`src/rtl/cpcw_pkg.sv`:
```
// ----------------------------------------------------------------------------
// cpcw_pkg
// Widths, fixed-point constants and rounding helper for the cyclic phase
// cubic weight pipeline.
// ----------------------------------------------------------------------------
package cpcw_pkg;

  // Field widths
  localparam int PhaseW = 19;  // Q3.16 angle
  localparam int WeightW = 18; // signed Q1.16 weight
  localparam int SegW = 2;     // quarter-cycle segment
  localparam int NumSlots = 4;

  // 2/pi in Q0.24
  localparam int KW = 24;
  localparam logic [KW-1:0] TwoOverPiQ24 = 24'd10680707;

  // Internal widths
  localparam int ProdW = PhaseW + KW;  // angle * 2/pi, Q.40
  localparam int FracW = 16;           // mu, Q0.16
  localparam int M2W = 2 * FracW;      // mu^2, Q0.32
  localparam int M3W = 3 * FracW;      // mu^3, Q0.48
  localparam int XW = 54;              // 2*w at 2^48 scale, signed

  localparam int NumStages = 5;

  // Scale points of the weight sums
  localparam int RoundShift = 33;  // 2*w*2^48 -> w*2^16
  localparam logic signed [XW-1:0] HalfBias = XW'(64'd1 << (RoundShift - 1));
  localparam logic signed [XW-1:0] TwoOne = XW'(64'd1 << 49);  // 2.0 at 2^48

  // Round 2*w (2^48 scale) to Q1.16, nearest, ties toward plus infinity
  function automatic logic signed [WeightW-1:0] round_weight(
    input logic signed [XW-1:0] x
  );
    logic signed [XW-1:0] xb;
    xb = x + HalfBias;
    return xb[RoundShift+WeightW-1:RoundShift];
  endfunction

endpackage

```
`src/rtl/cyclic_phase_cubic_weights_top.sv`:
```
// ----------------------------------------------------------------------------
// cyclic_phase_cubic_weights_top
// Catmull-Rom cubic weights for a cyclic phase: scales the angle into
// quarter cycles, splits it into segment and fraction, evaluates the four
// cubic weights and rotates them into control-point slots.
// ----------------------------------------------------------------------------
//
//  channel | direction | handshake                 | beat payload
//  --------+-----------+---------------------------+-------------------------
//  in      | sink      | in_valid_i / in_stall_o   | phase_angle_i (Q3.16)
//  out     | source    | out_valid_o / out_stall_i | weight_slot0..3_o (Q1.16),
//          |           |                           | segment_index_o
//
//  One beat is taken every cycle while in_stall_o is low; an accepted input
//  beat reaches out_valid_o through five register stages (angle multiply,
//  mu^2, mu^3, weight sums, round and rotate), each holding one multiply or
//  the wide adds of one step.
//  Reset (rst_ni low, asynchronous) clears only the stage valid bits.
//  Each stage has its own valid bit and moves on when the stage after it is
//  empty or moving, so bubbles are squeezed out and in_stall_o rises only
//  when all five stages hold beats and out_stall_i is high.
//
module cyclic_phase_cubic_weights_top (
  input  logic                                 clk_i,
  input  logic                                 rst_ni,
  input  logic                                 in_valid_i,
  output logic                                 in_stall_o,
  input  logic [cpcw_pkg::PhaseW-1:0]          phase_angle_i,
  output logic                                 out_valid_o,
  input  logic                                 out_stall_i,
  output logic signed [cpcw_pkg::WeightW-1:0]  weight_slot0_o,
  output logic signed [cpcw_pkg::WeightW-1:0]  weight_slot1_o,
  output logic signed [cpcw_pkg::WeightW-1:0]  weight_slot2_o,
  output logic signed [cpcw_pkg::WeightW-1:0]  weight_slot3_o,
  output logic [cpcw_pkg::SegW-1:0]            segment_index_o
);

  localparam int NS = cpcw_pkg::NumStages;
  localparam int FW = cpcw_pkg::FracW;
  localparam int XW = cpcw_pkg::XW;
  localparam int SW = cpcw_pkg::SegW;

  // --------------------------------------------------------------------------
  // Flow control: per-stage valid, ready ripples back from the output.
  // --------------------------------------------------------------------------
  logic [NS-1:0] valid_q;
  logic [NS-1:0] valid_d;
  logic [NS-1:0] ready;

  always_comb begin
    ready[NS-1] = !valid_q[NS-1] || !out_stall_i;
    for (int k = NS - 2; k >= 0; k--) begin
      ready[k] = !valid_q[k] || ready[k+1];
    end
  end

  assign in_stall_o = !ready[0];

  always_comb begin
    valid_d = valid_q;
    if (ready[0]) begin
      valid_d[0] = in_valid_i;
    end
    for (int k = 1; k < NS; k++) begin
      if (ready[k]) begin
        valid_d[k] = valid_q[k-1];
      end
    end
  end

  always_ff @(posedge clk_i or negedge rst_ni) begin
    if (!rst_ni) begin
      valid_q <= '0;
    end else begin
      valid_q <= valid_d;
    end
  end

  // --------------------------------------------------------------------------
  // Stage 0: angle * 2/pi
  // --------------------------------------------------------------------------
  logic [cpcw_pkg::ProdW-1:0] prod_q;
  logic [cpcw_pkg::ProdW-1:0] prod_d;

  assign prod_d = cpcw_pkg::ProdW'(phase_angle_i) * cpcw_pkg::ProdW'(cpcw_pkg::TwoOverPiQ24);

  always_ff @(posedge clk_i) begin
    if (ready[0] && in_valid_i) begin
      prod_q <= prod_d;
    end
  end

  // --------------------------------------------------------------------------
  // Stage 1: split t into segment and mu, square mu
  // --------------------------------------------------------------------------
  logic [FW-1:0]            mu_s1;
  logic [SW-1:0]            seg_s1;
  logic [FW-1:0]            mu1_q;
  logic [SW-1:0]            seg1_q;
  logic [cpcw_pkg::M2W-1:0] m21_q;
  logic [cpcw_pkg::M2W-1:0] m21_d;

  // t = prod >> 24; mu = t[15:0], segment = t[17:16]
  assign mu_s1  = prod_q[cpcw_pkg::KW +: FW];
  assign seg_s1 = prod_q[cpcw_pkg::KW + FW +: SW];
  assign m21_d  = cpcw_pkg::M2W'(mu_s1) * cpcw_pkg::M2W'(mu_s1);

  always_ff @(posedge clk_i) begin
    if (ready[1] && valid_q[0]) begin
      mu1_q  <= mu_s1;
      seg1_q <= seg_s1;
      m21_q  <= m21_d;
    end
  end

  // --------------------------------------------------------------------------
  // Stage 2: cube
  // --------------------------------------------------------------------------
  logic [FW-1:0]            mu2_q;
  logic [SW-1:0]            seg2_q;
  logic [cpcw_pkg::M2W-1:0] m22_q;
  logic [cpcw_pkg::M3W-1:0] m32_q;
  logic [cpcw_pkg::M3W-1:0] m32_d;

  assign m32_d = cpcw_pkg::M3W'(m21_q) * cpcw_pkg::M3W'(mu1_q);

  always_ff @(posedge clk_i) begin
    if (ready[2] && valid_q[1]) begin
      mu2_q  <= mu1_q;
      seg2_q <= seg1_q;
      m22_q  <= m21_q;
      m32_q  <= m32_d;
    end
  end

  // --------------------------------------------------------------------------
  // Stage 3: weight sums, 2*w at 2^48 scale
  // --------------------------------------------------------------------------
  logic signed [XW-1:0] m3x;
  logic signed [XW-1:0] m2x;
  logic signed [XW-1:0] mux;
  logic signed [XW-1:0] x_d [cpcw_pkg::NumSlots];
  logic signed [XW-1:0] x3_q [cpcw_pkg::NumSlots];
  logic [SW-1:0]        seg3_q;

  assign m3x = signed'({{(XW - cpcw_pkg::M3W){1'b0}}, m32_q});
  assign m2x = signed'({{(XW - cpcw_pkg::M2W){1'b0}}, m22_q});
  assign mux = signed'({{(XW - FW){1'b0}}, mu2_q});

  always_comb begin
    // -mu^3 + 2mu^2 - mu
    x_d[0] = (m2x <<< 17) - m3x - (mux <<< 32);
    // 3mu^3 - 5mu^2 + 2
    x_d[1] = (m3x <<< 1) + m3x + cpcw_pkg::TwoOne - ((m2x <<< 18) + (m2x <<< 16));
    // -3mu^3 + 4mu^2 + mu
    x_d[2] = (m2x <<< 18) + (mux <<< 32) - ((m3x <<< 1) + m3x);
    // mu^3 - mu^2
    x_d[3] = m3x - (m2x <<< 16);
  end

  always_ff @(posedge clk_i) begin
    if (ready[3] && valid_q[2]) begin
      seg3_q <= seg2_q;
      for (int j = 0; j < cpcw_pkg::NumSlots; j++) begin
        x3_q[j] <= x_d[j];
      end
    end
  end

  // --------------------------------------------------------------------------
  // Stage 4: round, rotate weight j into slot (s + j - 1) mod 4
  // --------------------------------------------------------------------------
  logic signed [cpcw_pkg::WeightW-1:0] w_rnd [cpcw_pkg::NumSlots];
  logic signed [cpcw_pkg::WeightW-1:0] slot_d [cpcw_pkg::NumSlots];
  logic signed [cpcw_pkg::WeightW-1:0] slot_q [cpcw_pkg::NumSlots];
  logic [SW-1:0]                       seg4_q;

  always_comb begin
    logic [SW-1:0] sel;
    for (int j = 0; j < cpcw_pkg::NumSlots; j++) begin
      w_rnd[j] = cpcw_pkg::round_weight(x3_q[j]);
    end
    for (int k = 0; k < cpcw_pkg::NumSlots; k++) begin
      sel = SW'(k) - seg3_q + SW'(1);
      slot_d[k] = w_rnd[sel];
    end
  end

  always_ff @(posedge clk_i) begin
    if (ready[4] && valid_q[3]) begin
      seg4_q <= seg3_q;
      for (int k = 0; k < cpcw_pkg::NumSlots; k++) begin
        slot_q[k] <= slot_d[k];
      end
    end
  end

  assign out_valid_o     = valid_q[NS-1];
  assign weight_slot0_o  = slot_q[0];
  assign weight_slot1_o  = slot_q[1];
  assign weight_slot2_o  = slot_q[2];
  assign weight_slot3_o  = slot_q[3];
  assign segment_index_o = seg4_q;

  // --------------------------------------------------------------------------
  // Assertions
  // --------------------------------------------------------------------------
  // Input is held off only with a full pipe and a stalled output.
  a_stall_full: assert property (@(posedge clk_i) disable iff (!rst_ni)
    in_stall_o |-> ((&valid_q) && out_stall_i))
    else $error("input stalled while pipeline has room");

  // An accepted beat lands in the first stage.
  a_accept_lands: assert property (@(posedge clk_i) disable iff (!rst_ni)
    (in_valid_i && !in_stall_o) |=> valid_q[0])
    else $error("accepted beat lost at stage 0");

  // A beat moving out of the sum stage reaches the output register.
  a_sum_moves: assert property (@(posedge clk_i) disable iff (!rst_ni)
    (valid_q[NS-2] && ready[NS-1]) |=> out_valid_o)
    else $error("beat lost between sum and output stage");

  // A stalled beat at the output stays valid with its segment index unchanged.
  a_out_held: assert property (@(posedge clk_i) disable iff (!rst_ni)
    (out_valid_o && out_stall_i) |=> (out_valid_o && $stable(segment_index_o)))
    else $error("stalled output beat dropped");

endmodule
```
`config.mk`:
```
export PLATFORM = sky130hd
export DESIGN_NAME = cyclic_phase_cubic_weights_top
export DESIGN_NICKNAME = d
export VERILOG_FILES = /design/src/rtl/cpcw_pkg.sv /design/src/rtl/cyclic_phase_cubic_weights_top.sv
export SDC_FILE = /design/constraint.sdc
export NUM_CORES = 2
export LEC_CHECK = 0
export BUFFER_PORTS_ARGS = -buffer_cell sky130_fd_sc_hd__buf_2
export CORE_MARGIN = 2
export CORE_UTILIZATION = 60
export DETAILED_ROUTE_END_ITERATION = 8
export PLACE_DENSITY = 0.8
export SYNTH_ARGS = -nofsm -noshare
export SYNTH_HDL_FRONTEND = slang
export SYNTH_SLANG_ARGS = --single-unit
```
`constraint.sdc`:
```
create_clock -name clk_i -period 6.65 [get_ports clk_i]
set_input_delay 0.665 -clock clk_i [delete_from_list [all_inputs] [get_ports clk_i]]
set_output_delay 0.665 -clock clk_i [all_outputs]
set_load 0.005 [all_outputs]
```
[After elaboration in Yosys (flattened, before gate mapping)]
Memory sizes are Yosys's and may differ from the RTL's.
Index checks and enable logic that the tools add are counted.
Word-level totals
  flip-flop bits (word level): 199
  bits in writable memories: 288
  input bits: 23
  memories: 2
Operators by class
  add/subtract/negate cells: 21
  $mul: 3
  order comparisons: 4
  mux-type cells: 16
  bitwise operators: 4
  reductions and logical operators: 17
Memories
  x3_q: words 4, width 54, rd ports 4, clocked after memory_dff 0, write ports 4, RTL line cyclic_phase_cubic_weights_top.sv:143  | logic signed [XW-1:0] x3_q [cpcw_pkg::NumSlots];
  slot_q: words 4, width 18, rd ports 4, clocked after memory_dff 0, write ports 4, RTL line cyclic_phase_cubic_weights_top.sv:175  | logic signed [cpcw_pkg::WeightW-1:0] slot_q [cpcw_pkg::NumSlots];
Operators by type and width (number)
  51-bit by 34-bit adder with 51-bit output (second input constant): 4
  18-bit binary-select mux with 2-bit select: 4
  18-bit two-way mux: 8
  50-bit by 48-bit adder with 51-bit output: 2
  54-bit by 51-bit adder with 54-bit output (second input constant): 1
  54-bit by 52-bit subtractor with 54-bit output: 1
  51-bit by 50-bit subtractor with 52-bit output: 1
  50-bit by 49-bit subtractor with 51-bit output: 1
  49-bit by 48-bit adder with 50-bit output: 1
  49-bit by 48-bit subtractor with 50-bit output: 1
  48-bit by 48-bit subtractor with 49-bit output: 1
  32-bit by 16-bit multiplier with 48-bit output: 1
  19-bit by 24-bit multiplier with 42-bit output (second input constant): 1
  16-bit by 16-bit multiplier with 32-bit output: 1
  3-bit >= comparator (second input constant): 4
  2-bit inverter with 3-bit output: 4
  2-bit by 1-bit adder with 2-bit output (second input constant): 4
  1-bit zero test: 7
  1-bit logical AND: 5
  1-bit logical OR: 5
  1-bit two-way mux: 4
  1-bit by 2-bit subtractor with 2-bit output (first input constant): 2
  2-bit subtractor (first input constant): 2

[Logic depth before layout (Yosys ltp)]
  depth after elaboration: 7
  depth in mapped cells: 26
  gate-level depth less buffers: 25

[Worst setup path after synthesis]
OpenSTA, ideal clock, no wires.
  path kind: input port to flip-flop
  start point: in out_stall_i
  end point: reg seg4_q[0] (netlist: segment_index_o[0]) (enable)
  setup time: 0.619 ns
  arrival time: 6.021 ns
  required time: 6.031 ns
  path slack: 0.010 ns
  stages on the path: 1
  cells stage by stage: a21boi_0
On the way
  longest elaborated chain between the ends: 3
RTL lines
  start: declaration: RTL line cyclic_phase_cubic_weights_top.sv:30  | input logic out_stall_i,
  1-bit zero test: RTL line cyclic_phase_cubic_weights_top.sv:51  | ready[NS-1] = !valid_q[NS-1] || !out_stall_i;
  1-bit logical OR: RTL line cyclic_phase_cubic_weights_top.sv:51
  1-bit logical AND: RTL line cyclic_phase_cubic_weights_top.sv:190  | if (ready[4] && valid_q[3]) begin
  end signal: assignment: RTL line cyclic_phase_cubic_weights_top.sv:191  | seg4_q <= seg3_q;
  end: declaration: RTL line cyclic_phase_cubic_weights_top.sv:176  | logic [SW-1:0] seg4_q;
Every way passes these cells.
A chain may end at the register's enable or synchronous reset.

[Worst setup path after layout]
  start point: reg mu1_q[6]
  end point: reg m32_q[47] (netlist bit), data pin
On the way
  longest elaborated chain between the ends: 1
RTL lines
  start: declaration: RTL line cyclic_phase_cubic_weights_top.sv:98  | logic [FW-1:0] mu1_q;
  start signal: assignment: RTL line cyclic_phase_cubic_weights_top.sv:110  | mu1_q <= mu_s1;
  32-bit by 16-bit multiplier with 48-bit output: RTL line cyclic_phase_cubic_weights_top.sv:125  | assign m32_d = cpcw_pkg::M3W'(m21_q) * cpcw_pkg::M3W'(mu1_q);
  net m32_d, one bit: RTL line cyclic_phase_cubic_weights_top.sv:123  | logic [cpcw_pkg::M3W-1:0] m32_d;
  end signal: assignment: RTL line cyclic_phase_cubic_weights_top.sv:132  | m32_q <= m32_d;
  end: declaration: RTL line cyclic_phase_cubic_weights_top.sv:122  | logic [cpcw_pkg::M3W-1:0] m32_q;
The timed path passes the listed nets, and every way through them passes these cells.

==> results.py <==
metrics = {
    "run_status": {
        "outcome": "finished with violations",
        "violations": "setup timing",
    },
    "sta": {
        "setup_violations": 5,
        "timing.final.crit_share_pct": 101,
        "final.setup.worst_slack_ns": -0.0920,
        "tns_ns": -0.280,
        "skew_ns": 0.0361,
        "whs_ns": 0.277,
        "clock.fmax_mhz": 148,
        "rsz0062_at_grt": "yes",
        "drv_slew": 0,
        "tightest_slew_ns": 1.29,
        "timing.final.crit_period_ns": 6.74,
        "hold_violations": 0,
        "slew_headroom_pct": 13.5,
    },
    "routing": {
        "wirelength_um": 133000,
        "num_vias": 41500,
        "dr.pass1.iters": 7,
        "ant_nets": 0,
        "drc": 0,
        "viasPerCell": 5.73,
        "avgRoutedWirePerCell_um": 18.3,
        "drt_iter0_markers": 2716,
    },
    "grt": {
        "grtUsageTotal_pct": 28.7,
        "grt_max_degree": 77,
        "grt_pass1_vias": 43800,
        "grt_pass1_wl_um": 216000,
        "grt_remaining_overflow": 0,
        "grt_antenna_before_repair": 3,
    },
    "setup_path": {
        "r2r_end": "m32_q[47]",
        "start_kind": "flip-flop",
        "path_class": "reg2reg",
        "path_max_fanout": 5,
        "worst_ep_arrival_time_ns": 7.08,
        "rr_worst_depth": 24,
        "r2r_start": "mu1_q[6]",
        "crit_start": "mu1_q[6]",
        "critPathCaptureType": "flip-flop",
        "worstPathRequired_ns": 6.99,
        "ff2ff_setup_slack_ns": -0.09,
    },
    "finish": {
        "layout_common_cells": "inv_1, fa_1, ha_1",
        "final_cells": 7249,
        "drive_gt1_share_pct": 9.88,
        "synthToLayoutAreaGrowth_pct": 9.94,
        "final_util_pct": 66.4,
        "nets": 7507,
        "diodes": 0,
        "final_common_cell": "inv_1",
    },
    "hold_path": {
        "hold_path_class": "in2reg",
        "whs_path_depth": 2,
        "hold_end": "valid_q[0]",
        "worstHoldStart": "in_valid_i",
    },
    "synth": {
        "yosysSeqAreaShare_pct": 17.4,
        "synth_cells": 5765,
        "synth_warnings": 0,
        "syn_area_sq_mm": 0.0543,
        "ys_ff_latch": 316,
        "synth_ff_type": "edfxtp_1",
        "ys_types": 80,
        "syn_avg_cell_area_sq_um": 9.42,
        "synth-edff-count": 311,
        "async_flop_share_pct": 1.58,
    },
    "place": {
        "gp_congestion": 0.939,
        "dp_cells": 7146,
        "dp_hpwl_um": 111000,
        "port_buffers": 98,
    },
    "clocking": {
        "clkLatencyLatePin_ns": 0.60,
        "htreeDepth": 2,
        "cts_buffers": 39,
        "clk_pin_slew_worst_paths_ns": 0.06,
        "cts.path.max_buffers": 3,
        "clock_sinks": 316,
        "cts_tree": "built",
        "root_buffer": "clkbuf_16",
    },
    "floorplan": {
        "pin_count": 99,
        "rows": 110,
        "start_util_pct": 60.4,
        "dieHeight_um": 305,
        "fp.dieW_um": 305,
        "die-area_sq_mm": 0.0929,
        "core_area_sq_mm": 0.0899,
    },
    "job": {
        "maxCapViolCount": 0,
    },
}
kinds of logic (layout without fill, tap and decap cells):
family          Yosys count  after routing  synth area share, %
simple gates           1491           1491                 13.2
xor+xnor                323            323                 5.21
mux                      94             94                 2.10
compound gates          846            846                 10.2
buf+inv                1256           1557                 8.69
fa+ha+maj              1437           1437                 43.1
other cells               2              9               0.0138
flops                   316            316                 17.4
area by class of cell:
type | instances | area [sq um]
clock buffer | 41 | 983
fill | 6774 | 30200
timing repair buffer | 374 | 2690
multi-input combinational | 4200 | 40600
tap | 1176 | 1470
sequential | 316 | 9460
inverter | 1116 | 4190
clock inverter | 26 | 313
sequential cells by signal (all words and copies together), names as in the netlist:
register         count
valid_q              5
mu2_q               16
m32_q               47
seg3_q               2
m21_q               30
seg1_q               2
slot_q              72
x3_q                74
m22_q               30
mu1_q               16
prod_q              18
segment_index_o      2
seg2_q               2
stage by stage:
stage	setup WS (ns)	area, sq um
floorplan	0.0102	54300
global placement	-0.324	57600
detailed placement	-0.470	57600
CTS	0.00169	59300
global route	-0.316	59700
finish	-0.0920	59700
synth_stat cells, types with 15 or more instances:
cell type / count / share of area [%]
a2111oi_0: 16 / 0.26
a211oi_1: 21 / 0.29
a21o_1: 162 / 2.2
a21oi_1: 263 / 2.4
a31oi_1: 25 / 0.29
and2_1: 266 / 3.1
and3_1: 47 / 0.54
clkbuf_1: 132 / 0.91
edfxtp_1: 311 / 17
fa_1: 724 / 27
ha_1: 713 / 16
inv_1: 1115 / 7.7
mux2_2: 21 / 0.44
mux2i_1: 59 / 1.1
nand2_1: 624 / 4.3
nand2b_1: 30 / 0.35
nand3_1: 94 / 0.87
nand4_1: 49 / 0.56
nor2_1: 195 / 1.3
nor2b_1: 45 / 0.52
nor3_1: 54 / 0.50
o211ai_1: 22 / 0.30
o21a_1: 28 / 0.39
o21ai_0: 130 / 1.2
o21bai_1: 46 / 0.64
o31ai_1: 15 / 0.21
or2_2: 17 / 0.20
xnor2_1: 193 / 3.1
xor2_1: 130 / 2.1
timing repair:
item                       CTS  global route
resized for setup           50            78
pin swaps                   54            57
setup buffers               23            17
cloned                       0             0
hold endpoints to repair     5             0
hold buffers                 1             0
setup endpoints to repair   11            30
worst max-delay path by stage:
stage | to | depth (start not counted)
final | m32_q[47] | 24
after detailed placement | m32_q[47] | 25
after global routing | m32_q[47] | 25
after CTS | m32_q[44] | 24
after global placement | m32_q[47] | 24
after floorplan | segment_index_o[0] | 1
layer usage:
metal | up-vias | global-route usage, % | share of wire [%]
li1 | 19400 | - | -
met2 | 1488 | 50.6 | 49
met3 | 349 | 3.30 | 6.2
met1 | 20300 | 36.3 | 41
met5 | - | 0 | 0.021
met4 | 4 | 10.6 | 3.8
critical path, stage by stage (launching register included):
cell and delay [ns]:
edfxtp_1 0.49, and2_4 0.19, fa_1 0.53, inv_1 0.05, fa_1 0.49, fa_1 0.53
inv_1 0.06, fa_1 0.50, fa_1 0.56, inv_2 0.06, fa_1 0.53, inv_1 0.06
ha_4 0.29, nand4_1 0.12, buf_4 0.16, a2111oi_4 0.28, buf_4 0.18, o31ai_4 0.09
o2111a_2 0.32, o211ai_1 0.29, buf_4 0.18, nand4_1 0.13, a21oi_2 0.23, a21oi_2 0.08
xnor2_1 0.12
Power is not shown: default switching activity piles up to over one toggle a cycle in this logic, so the estimate is an artifact.
